File: src/design/adc_sma_pkg.sv
`timescale 1ns / 1ps

package adc_sma_pkg;

  localparam int unsigned NUM_CHANNELS   = 4;
  localparam int unsigned AVERAGE_POINTS = 4;
  localparam int unsigned SAMPLE_BITS    = 10;

  localparam int unsigned CH_BITS     = $clog2(NUM_CHANNELS);
  localparam int unsigned SLOT_BITS   = $clog2(AVERAGE_POINTS);
  localparam int unsigned SUM_BITS    = SAMPLE_BITS + SLOT_BITS;
  localparam int unsigned REQ_CH_BITS = 8;

  localparam logic ACTION_CONVERT = 1'b0;
  localparam logic ACTION_READ    = 1'b1;

  typedef struct packed {
    logic [SAMPLE_BITS-1:0] read_value;
    logic [CH_BITS-1:0]     next_channel;
    logic                   start_conversion;
  } adc_sma_result_t;

endpackage

File: src/design/adc_sma_core.sv
`timescale 1ns / 1ps

module adc_sma_core import adc_sma_pkg::*; (
  input  logic                   clk_i,
  input  logic                   rst_ni,
  input  logic                   cfg_we_i,
  input  logic                   cfg_wdata_i,
  input  logic                   accept_i,
  input  logic                   action_i,
  input  logic [SAMPLE_BITS-1:0] sample_i,
  input  logic [REQ_CH_BITS-1:0] channel_i,
  output adc_sma_result_t        result_o
);

  logic                   avg_en_q;
  logic [CH_BITS-1:0]     cur_ch_q, cur_ch_d;
  logic [SLOT_BITS-1:0]   slot_q, slot_d;
  logic [SAMPLE_BITS-1:0] store_q [NUM_CHANNELS][AVERAGE_POINTS];

  logic                   is_conv;
  logic                   ch_in_range;
  logic [CH_BITS-1:0]     rd_ch;
  logic [SUM_BITS-1:0]    row_sum;
  logic [SUM_BITS-1:0]    avg_full;
  logic [SAMPLE_BITS-1:0] rd_value;

  assign is_conv = (action_i == ACTION_CONVERT);

  // channel advance, slot advances on wrap only with averaging on
  always_comb begin
    cur_ch_d = cur_ch_q;
    slot_d   = slot_q;
    if (cur_ch_q == CH_BITS'(NUM_CHANNELS - 1)) begin
      cur_ch_d = '0;
      if (avg_en_q) begin
        if (slot_q == SLOT_BITS'(AVERAGE_POINTS - 1)) begin
          slot_d = '0;
        end else begin
          slot_d = slot_q + 1'b1;
        end
      end
    end else begin
      cur_ch_d = cur_ch_q + 1'b1;
    end
  end

  assign ch_in_range = (channel_i < REQ_CH_BITS'(NUM_CHANNELS));
  assign rd_ch       = channel_i[CH_BITS-1:0];

  always_comb begin
    row_sum = '0;
    for (int k = 0; k < AVERAGE_POINTS; k++) begin
      row_sum = row_sum + SUM_BITS'(store_q[rd_ch][k]);
    end
  end

  assign avg_full = row_sum >> SLOT_BITS;

  always_comb begin
    rd_value = '0;
    if (ch_in_range) begin
      if (avg_en_q) begin
        rd_value = avg_full[SAMPLE_BITS-1:0];
      end else begin
        rd_value = store_q[rd_ch][slot_q];
      end
    end
  end

  always_comb begin
    result_o.read_value       = is_conv ? '0 : rd_value;
    result_o.next_channel     = is_conv ? cur_ch_d : cur_ch_q;
    result_o.start_conversion = is_conv;
  end

  always_ff @(posedge clk_i or negedge rst_ni) begin
    if (!rst_ni) begin
      avg_en_q <= 1'b1;
      cur_ch_q <= '0;
      slot_q   <= '0;
      for (int c = 0; c < NUM_CHANNELS; c++) begin
        for (int k = 0; k < AVERAGE_POINTS; k++) begin
          store_q[c][k] <= '0;
        end
      end
    end else begin
      if (cfg_we_i) begin
        avg_en_q <= cfg_wdata_i;
      end
      if (accept_i && is_conv) begin
        store_q[cur_ch_q][slot_q] <= sample_i;
        cur_ch_q                  <= cur_ch_d;
        slot_q                    <= slot_d;
      end
    end
  end

endmodule

File: src/design/adc_sma_outbuf.sv
`timescale 1ns / 1ps

module adc_sma_outbuf import adc_sma_pkg::*; (
  input  logic            clk_i,
  input  logic            rst_ni,
  input  logic            in_valid_i,
  output logic            in_stall_o,
  input  adc_sma_result_t result_i,
  output logic            out_valid_o,
  input  logic            out_stall_i,
  output adc_sma_result_t result_o
);

  logic            out_valid_q;
  logic            skid_valid_q;
  adc_sma_result_t out_q;
  adc_sma_result_t skid_q;
  logic            in_accept;
  logic            out_take;

  assign in_stall_o  = skid_valid_q;
  assign in_accept   = in_valid_i && !skid_valid_q;
  assign out_take    = out_valid_q && !out_stall_i;
  assign out_valid_o = out_valid_q;
  assign result_o    = out_q;

  always_ff @(posedge clk_i or negedge rst_ni) begin
    if (!rst_ni) begin
      out_valid_q  <= 1'b0;
      skid_valid_q <= 1'b0;
    end else begin
      if (skid_valid_q) begin
        if (out_take) begin
          skid_valid_q <= 1'b0;
        end
      end else if (in_accept) begin
        if (!out_valid_q || out_take) begin
          out_valid_q <= 1'b1;
        end else begin
          skid_valid_q <= 1'b1;
        end
      end else if (out_take) begin
        out_valid_q <= 1'b0;
      end
    end
  end

  always_ff @(posedge clk_i) begin
    if (skid_valid_q) begin
      if (out_take) begin
        out_q <= skid_q;
      end
    end else if (in_accept) begin
      if (!out_valid_q || out_take) begin
        out_q <= result_i;
      end else begin
        skid_q <= result_i;
      end
    end
  end

  a_skid_implies_out: assert property (@(posedge clk_i) disable iff (!rst_ni)
    skid_valid_q |-> out_valid_q)
    else $error("skid entry held while output register empty");

  a_blocked_goes_to_skid: assert property (@(posedge clk_i) disable iff (!rst_ni)
    (in_accept && out_valid_q && out_stall_i) |=> skid_valid_q)
    else $error("transaction accepted behind a stalled output was dropped");

  a_drain_empties: assert property (@(posedge clk_i) disable iff (!rst_ni)
    (out_take && !skid_valid_q && !in_accept) |=> !out_valid_q)
    else $error("output transaction repeated after it was taken");

endmodule

File: src/design/adc_scan_moving_average_unit.sv
`timescale 1ns / 1ps

// Round-robin scanner for four multiplexed ADC channels with a four-point
// moving average per channel. A conversion transaction (action 0) stores its
// sample for the channel now selected in the current filter slot, steps the
// channel and, on wrap-around with averaging on, the slot; its result reports
// the channel to convert next and raises start_conversion. A read transaction
// (action 1) returns the mean of the channel's four stored samples, or with
// averaging_enable cleared the sample at the current slot; channels above 3
// read as zero. One transaction is taken every clock while in_stall_o is low:
// the whole job is one pass of logic from the inputs and the 16-entry sample
// store (flip-flops, zero at reset) into the result register. A two-entry
// output buffer keeps input acceptance going while a result waits;
// in_stall_o rises only when both entries are full.
// Write averaging_enable (reset 1) through cfg_we_i/cfg_wdata_i while idle.

module adc_scan_moving_average_unit import adc_sma_pkg::*; (
  input  logic                   clk_i,
  input  logic                   rst_ni,
  input  logic                   cfg_we_i,
  input  logic                   cfg_wdata_i,
  input  logic                   in_valid_i,
  output logic                   in_stall_o,
  input  logic                   action_i,
  input  logic [SAMPLE_BITS-1:0] sample_i,
  input  logic [REQ_CH_BITS-1:0] channel_i,
  output logic                   out_valid_o,
  input  logic                   out_stall_i,
  output logic [SAMPLE_BITS-1:0] read_value_o,
  output logic [CH_BITS-1:0]     next_channel_o,
  output logic                   start_conversion_o
);

  adc_sma_result_t core_result;
  adc_sma_result_t buf_result;
  logic            accept;

  // transaction accepted on input side
  assign accept = in_valid_i && !in_stall_o;

  adc_sma_core u_core (
    .clk_i       (clk_i),
    .rst_ni      (rst_ni),
    .cfg_we_i    (cfg_we_i),
    .cfg_wdata_i (cfg_wdata_i),
    .accept_i    (accept),
    .action_i    (action_i),
    .sample_i    (sample_i),
    .channel_i   (channel_i),
    .result_o    (core_result)
  );

  adc_sma_outbuf u_outbuf (
    .clk_i       (clk_i),
    .rst_ni      (rst_ni),
    .in_valid_i  (in_valid_i),
    .in_stall_o  (in_stall_o),
    .result_i    (core_result),
    .out_valid_o (out_valid_o),
    .out_stall_i (out_stall_i),
    .result_o    (buf_result)
  );

  assign read_value_o       = buf_result.read_value;
  assign next_channel_o     = buf_result.next_channel;
  assign start_conversion_o = buf_result.start_conversion;

endmodule
File: config.mk
export PLATFORM = sky130hd
export DESIGN_NAME = adc_scan_moving_average_unit
export DESIGN_NICKNAME = d
export VERILOG_FILES = /design/src/design/adc_sma_pkg.sv /design/src/design/adc_sma_core.sv /design/src/design/adc_sma_outbuf.sv /design/src/design/adc_scan_moving_average_unit.sv
export SDC_FILE = /design/constraint.sdc
export NUM_CORES = 1
export LEC_CHECK = 0
export BUFFER_PORTS_ARGS = -buffer_cell sky130_fd_sc_hd__buf_2
export CAP_MARGIN = 0
export CORE_AREA = 2 2 168 104
export DETAILED_ROUTE_END_ITERATION = 8
export DIE_AREA = 0 0 170 106
export PLACE_DENSITY = 0.77
export SLEW_MARGIN = 20
export SYNTH_ARGS = -nofsm -noshare
export SYNTH_HDL_FRONTEND = slang
export SYNTH_HIERARCHICAL = 1
export SYNTH_SLANG_ARGS = --single-unit
File: constraint.sdc
create_clock -name clk_i -period 7 [get_ports clk_i]
set_clock_uncertainty 0.05 [all_clocks]
set_input_delay 1.05 -clock clk_i [delete_from_list [all_inputs] [get_ports clk_i]]
set_output_delay 1.05 -clock clk_i [all_outputs]
set_load 0.02 [all_outputs]
* Word-level counts from Yosys, hierarchy flattened *
Cells that the tools add are included.

storage, ports and cells
  flip-flop bits (word level) = 193

operators by class
  add/sub/neg operators = 5
  order comparisons = 6
  eq/ne operators = 4
  mux-type cells = 28
  bitwise logic cells = 6
  reduce and logical (&&, ||, !) cells = 16

operators by type and width
  operator               number
  $bwmux W160            1
  $mux W40               3
  $bmux W40 S2           1
  $demux W40 S2          1
  $mux W10               6
  $mux W13               4
  $add A12 B10 Y12       2
  $bmux W10 S2           1
  $demux W10 S2          1
  $reduce_and A3 Y1      4
  $add A10 B10 Y11       1
  $ge A3 B3 Y1 const B   3
  $not A2 Y3             3
  $lt A8 B3 Y1 const B   1
  $mux W1                7
  $lt A3 B1 Y1 const B   2
  $mux W2                3
  $reduce_bool A2 Y1     3
  $logic_and A1 B1 Y1    5
  $add A2 B1 Y2 const B  2
  $eq A2 B2 Y1 const B   2
  $logic_not A1 Y1       3
  $not A1 Y1             3
  $ne A2 B1 Y1 const B   1
  other kinds (2)        2

* Logic depth before layout (Yosys ltp) *
  depth in word-level cells = 13
  gate-level depth with buffers = 15
  mapped depth without buffers = 14

* By module *
The synthesis kept the hierarchy.

modules (own cells, without submodules)
  module                        times used  cells each  area each (µm²)  sequential area each (µm²)
  adc_sma_core                  1           603         8,615.8          4,130.2
  adc_sma_outbuf                1           53          1,082.3          830.8
  adc_scan_moving_average_unit  1           1           13.8             0.0

* Least setup slack after synthesis *
OpenSTA, ideal clock, no wires.

  path type = in2reg
  start point = in channel_i[0]
  end point = reg u_outbuf.out_q, in the netlist u_outbuf/result_o[10], data pin
  library setup time = 0.260 ns
  arrival time = 4.701 ns
  setup slack = 1.990 ns
  cell stages on the path = 14
  cells stage by stage = buf_2 -> mux4_2 -> inv_1 -> fa_1 -> fa_1 -> inv_1 -> fa_1 -> a21oi_1 -> o21ai_1 -> a2111oi_0 -> o21bai_1 -> nand3_1 -> a21oi_1 -> mux2_2

RTL lines
  what                  line                                text
  from (decl)           adc_scan_moving_average_unit.sv:26  input logic [REQ_CH_BITS-1:0] channel_i,
  to (signal assigned)  adc_sma_outbuf.sv:51                out_q <= skid_q;
  to (signal assigned)  adc_sma_outbuf.sv:55                out_q <= result_i;
  to (decl)             adc_sma_outbuf.sv:16                adc_sma_result_t out_q;

==> results.sh <==
export IMPL_cts_buffer_depth=2
export IMPL_synth_avg_cell_area_um2=14.8
export IMPL_synth_top_area_frac=0.428
export IMPL_end_kind="flop"
export IMPL_postCtsHoldBufs=0
export IMPL_fmax_mhz=182
export IMPL_vias_per_cell=6.11
export IMPL_hold_viol_final=0
export IMPL_hpwl_mm=14.4
export IMPL_dp_cells=887
export IMPL_grt_ovfl_total=0
export IMPL_syn_inst=657
export IMPL_cp_max_fo=21
export IMPL_final_cell_count_no_fill=919
export IMPL_slew_viol_final=0
export IMPL_synth_ff_type="dfrtp_1"
export IMPL_ys_warn_count=6
export IMPL_antenna_cells=0
export IMPL_mostFrequentLayoutCell="dfrtp_1"
export IMPL_port_buffers=39
export IMPL_clockRootBuffer="clkbuf_16"
export IMPL_ys_async_sr_fraction=0.865
export IMPL_io_pins=40
export IMPL_area_delta_synth_final_pct=9.64
export IMPL_grt_pass1_vias=6054
export IMPL_drv_cap=0
export IMPL_slew_headroom=0.255
export IMPL_synth_area_leaders="dfrtp_1 43%, mux2_2 12%, mux4_2 12%"
export IMPL_clk_pin_slew_ns=0.07
export IMPL_routedWlPerCell_um=23.5
export IMPL_max_stage_delay_ns=0.67
export IMPL_dr_total_vias=5616
export IMPL_synth_top_cell_by_area="dfrtp_1"
export IMPL_path_cells="buf_2 > buf_4 > mux4_2 > inv_1 > fa_1 > fa_1 > inv_1 > ha_1 > o21a_1 > a2111oi_0 > o21bai_1 > nand3_1 > a21oi_1 > mux2_2"
export IMPL_cts_max_level=4
export IMPL_ctsResizeCount=0
export IMPL_drt_iter0_markers=488
export IMPL_synth_seq_cells=193
export IMPL_vdd_ir_drop_max_mv=0.173
export IMPL_rows=37
export IMPL_finalWeightedCongestion=0.853
export IMPL_core_um2=16700
export IMPL_ant_nets=0
export IMPL_power_density_nw_per_um2=392
export IMPL_ys_seq_area_frac=0.511
export IMPL_p_leak_uw=0.00497
export IMPL_rsz0062_at_grt="false"
export IMPL_tightest_slew_ns=1.11
export IMPL_die_w_um=170
export IMPL_cts_setup_buffers=0
export IMPL_drt_wl_total_mm=21.6
export IMPL_finalSetupTns_ns=0
export IMPL_min_period_over_period=0.786
export IMPL_insertion_delay_ns=0.43
export IMPL_cp_start_kind="input pin"
export IMPL_critPathBufInv=4
export IMPL_cpMaxStageDelayCell="a2111oi_0"
export IMPL_design_die_area_um2=18000
export IMPL_drcViolationCount=0
export IMPL_synth_area_um2=9710
export IMPL_fillers=1186
export IMPL_dr_pass1_iters=5
export IMPL_grt_max_degree=87
export IMPL_drive_above_1_share=0.349
export IMPL_die_h_um=106
export IMPL_critPathKind="input pin to flop"
export IMPL_final_core_util=0.639
export IMPL_syn_nets=719
export IMPL_period_needed_ns=5.50
export IMPL_clock_sinks=193
export IMPL_numCtsBuffers=17
export IMPL_grt_pass1_wl_mm=34.6
export IMPL_hp_class="flop to flop"
export IMPL_antenna_found_initial=0
export IMPL_synth_edf_count=26
export IMPL_critical_path_top_delay_family="adder cells"
export IMPL_status="finished, final reports clean"
export IMPL_worstPathRequired_ns=7.13
export IMPL_nets=754
export IMPL_cts_tree="yes"
export IMPL_setup_viol=0
export IMPL_cp_arrival_ns=5.62
export IMPL_track_usage=0.262
export IMPL_mostFrequentLayoutCells="166 x dfrtp_1, 107 x mux2_2, 62 x mux2_1"
export IMPL_start_util=0.583
export IMPL_ys_types=46
flip-flops by register name, summed over array words and instances, names as in the netlist:
register and flops:
u_outbuf/in_stall_o 1, u_core/slot_q 2, u_core/store_q 160, u_core/cur_ch_q 2, u_outbuf/out_valid_o 1, u_core/avg_en_q 1, u_outbuf/skid_q 13, u_outbuf/result_o 13
path summary, 6_finish.rpt:
| path | from | to | slack, ns | cells after the start |
|---|---|---|---|---|
| worst max-delay path | channel_i[0] | u_outbuf/result_o[10] | 1.50 | 14 |
| worst min-delay path | u_core/store_q[11] | u_core/store_q[11] | 0.44 | 1 |
| worst max register to register | u_core/store_q[1] | u_outbuf/result_o[10] | 2.45 | 14 |
| worst min register to register | u_core/store_q[11] | u_core/store_q[11] | 0.44 | 1 |
| max in group asynchronous | rst_ni | u_core/store_q[18] | 5.06 | 2 |
| min in group asynchronous | rst_ni | u_core/store_q[113] | 0.61 | 1 |
cell type report:
cell class / count / area, µm² / area share
Inverter: 64 / 240 / 0.0226
Timing Repair Buffer: 43 / 235 / 0.0221
Multi-Input combinational cell: 373 / 4370 / 0.410
Clock buffer: 17 / 425 / 0.0400
Sequential cell: 193 / 4960 / 0.466
Clock inverter: 15 / 149 / 0.0140
Tap cell: 214 / 268 / 0.0251
metrics by stage:
step	total power, µW	instance area (µm²)	worst slack (ns)	hold WS (ns)
3_5_place_dp	3230	10100	1.01	0.429
2_1_floorplan	2840	9710	1.99	0.409
5_1_grt	4450	10600	1.17	0.448
3_3_place_gp	3140	10100	1.13	0.418
4_1_cts	4190	10600	1.45	0.445
6_report	4180	10600	1.50	0.444
cells in the mapped netlist (2+ instances only):
master and instances:
mux2_4 7, mux2_2 107, ha_1 17, a211oi_1 4
fa_1 20, nand3b_1 2, xnor2_1 6, o21bai_1 2
dfrtp_1 166, nor2_1 11, inv_2 3, and2_1 3
inv_1 61, a21o_1 3, o21a_1 2, buf_2 3
o21ai_0 4, clkbuf_1 18, o21ai_1 3, buf_6 3
mux4_2 50, nand2_1 25, mux2_1 62, nand3_1 12
a21oi_1 12, edfxtp_1 26, nor2b_1 5, nor3_1 2
routing by layer:
layer / up-vias / share of wire / GRT usage
li1: 2432 / - / -
met3: 36 / 0.056 / 0.0529
met5: - / 0 / 0
met2: 176 / 0.49 / 0.427
met1: 2972 / 0.44 / 0.366
met4: 0 / 0.016 / 0.0714
where the power goes:
part | switching [µW] | total, µW | internal [µW]
Combinational | 773 | 1540 | 765
Sequential | 196 | 1690 | 1490
Clock | 449 | 950 | 502
Total | 1420 | 4180 | 2760
cells by family after synthesis:
group,Yosys count,share of synthesized area
mux,226,0.323
flops,193,0.511
buf+inv,91,0.0399
simple gates,66,0.0327
compound gates,37,0.0243
fa+ha+maj,37,0.0631
xor+xnor,7,0.00631
No activity file was read; power rests on OpenSTA's default activity.
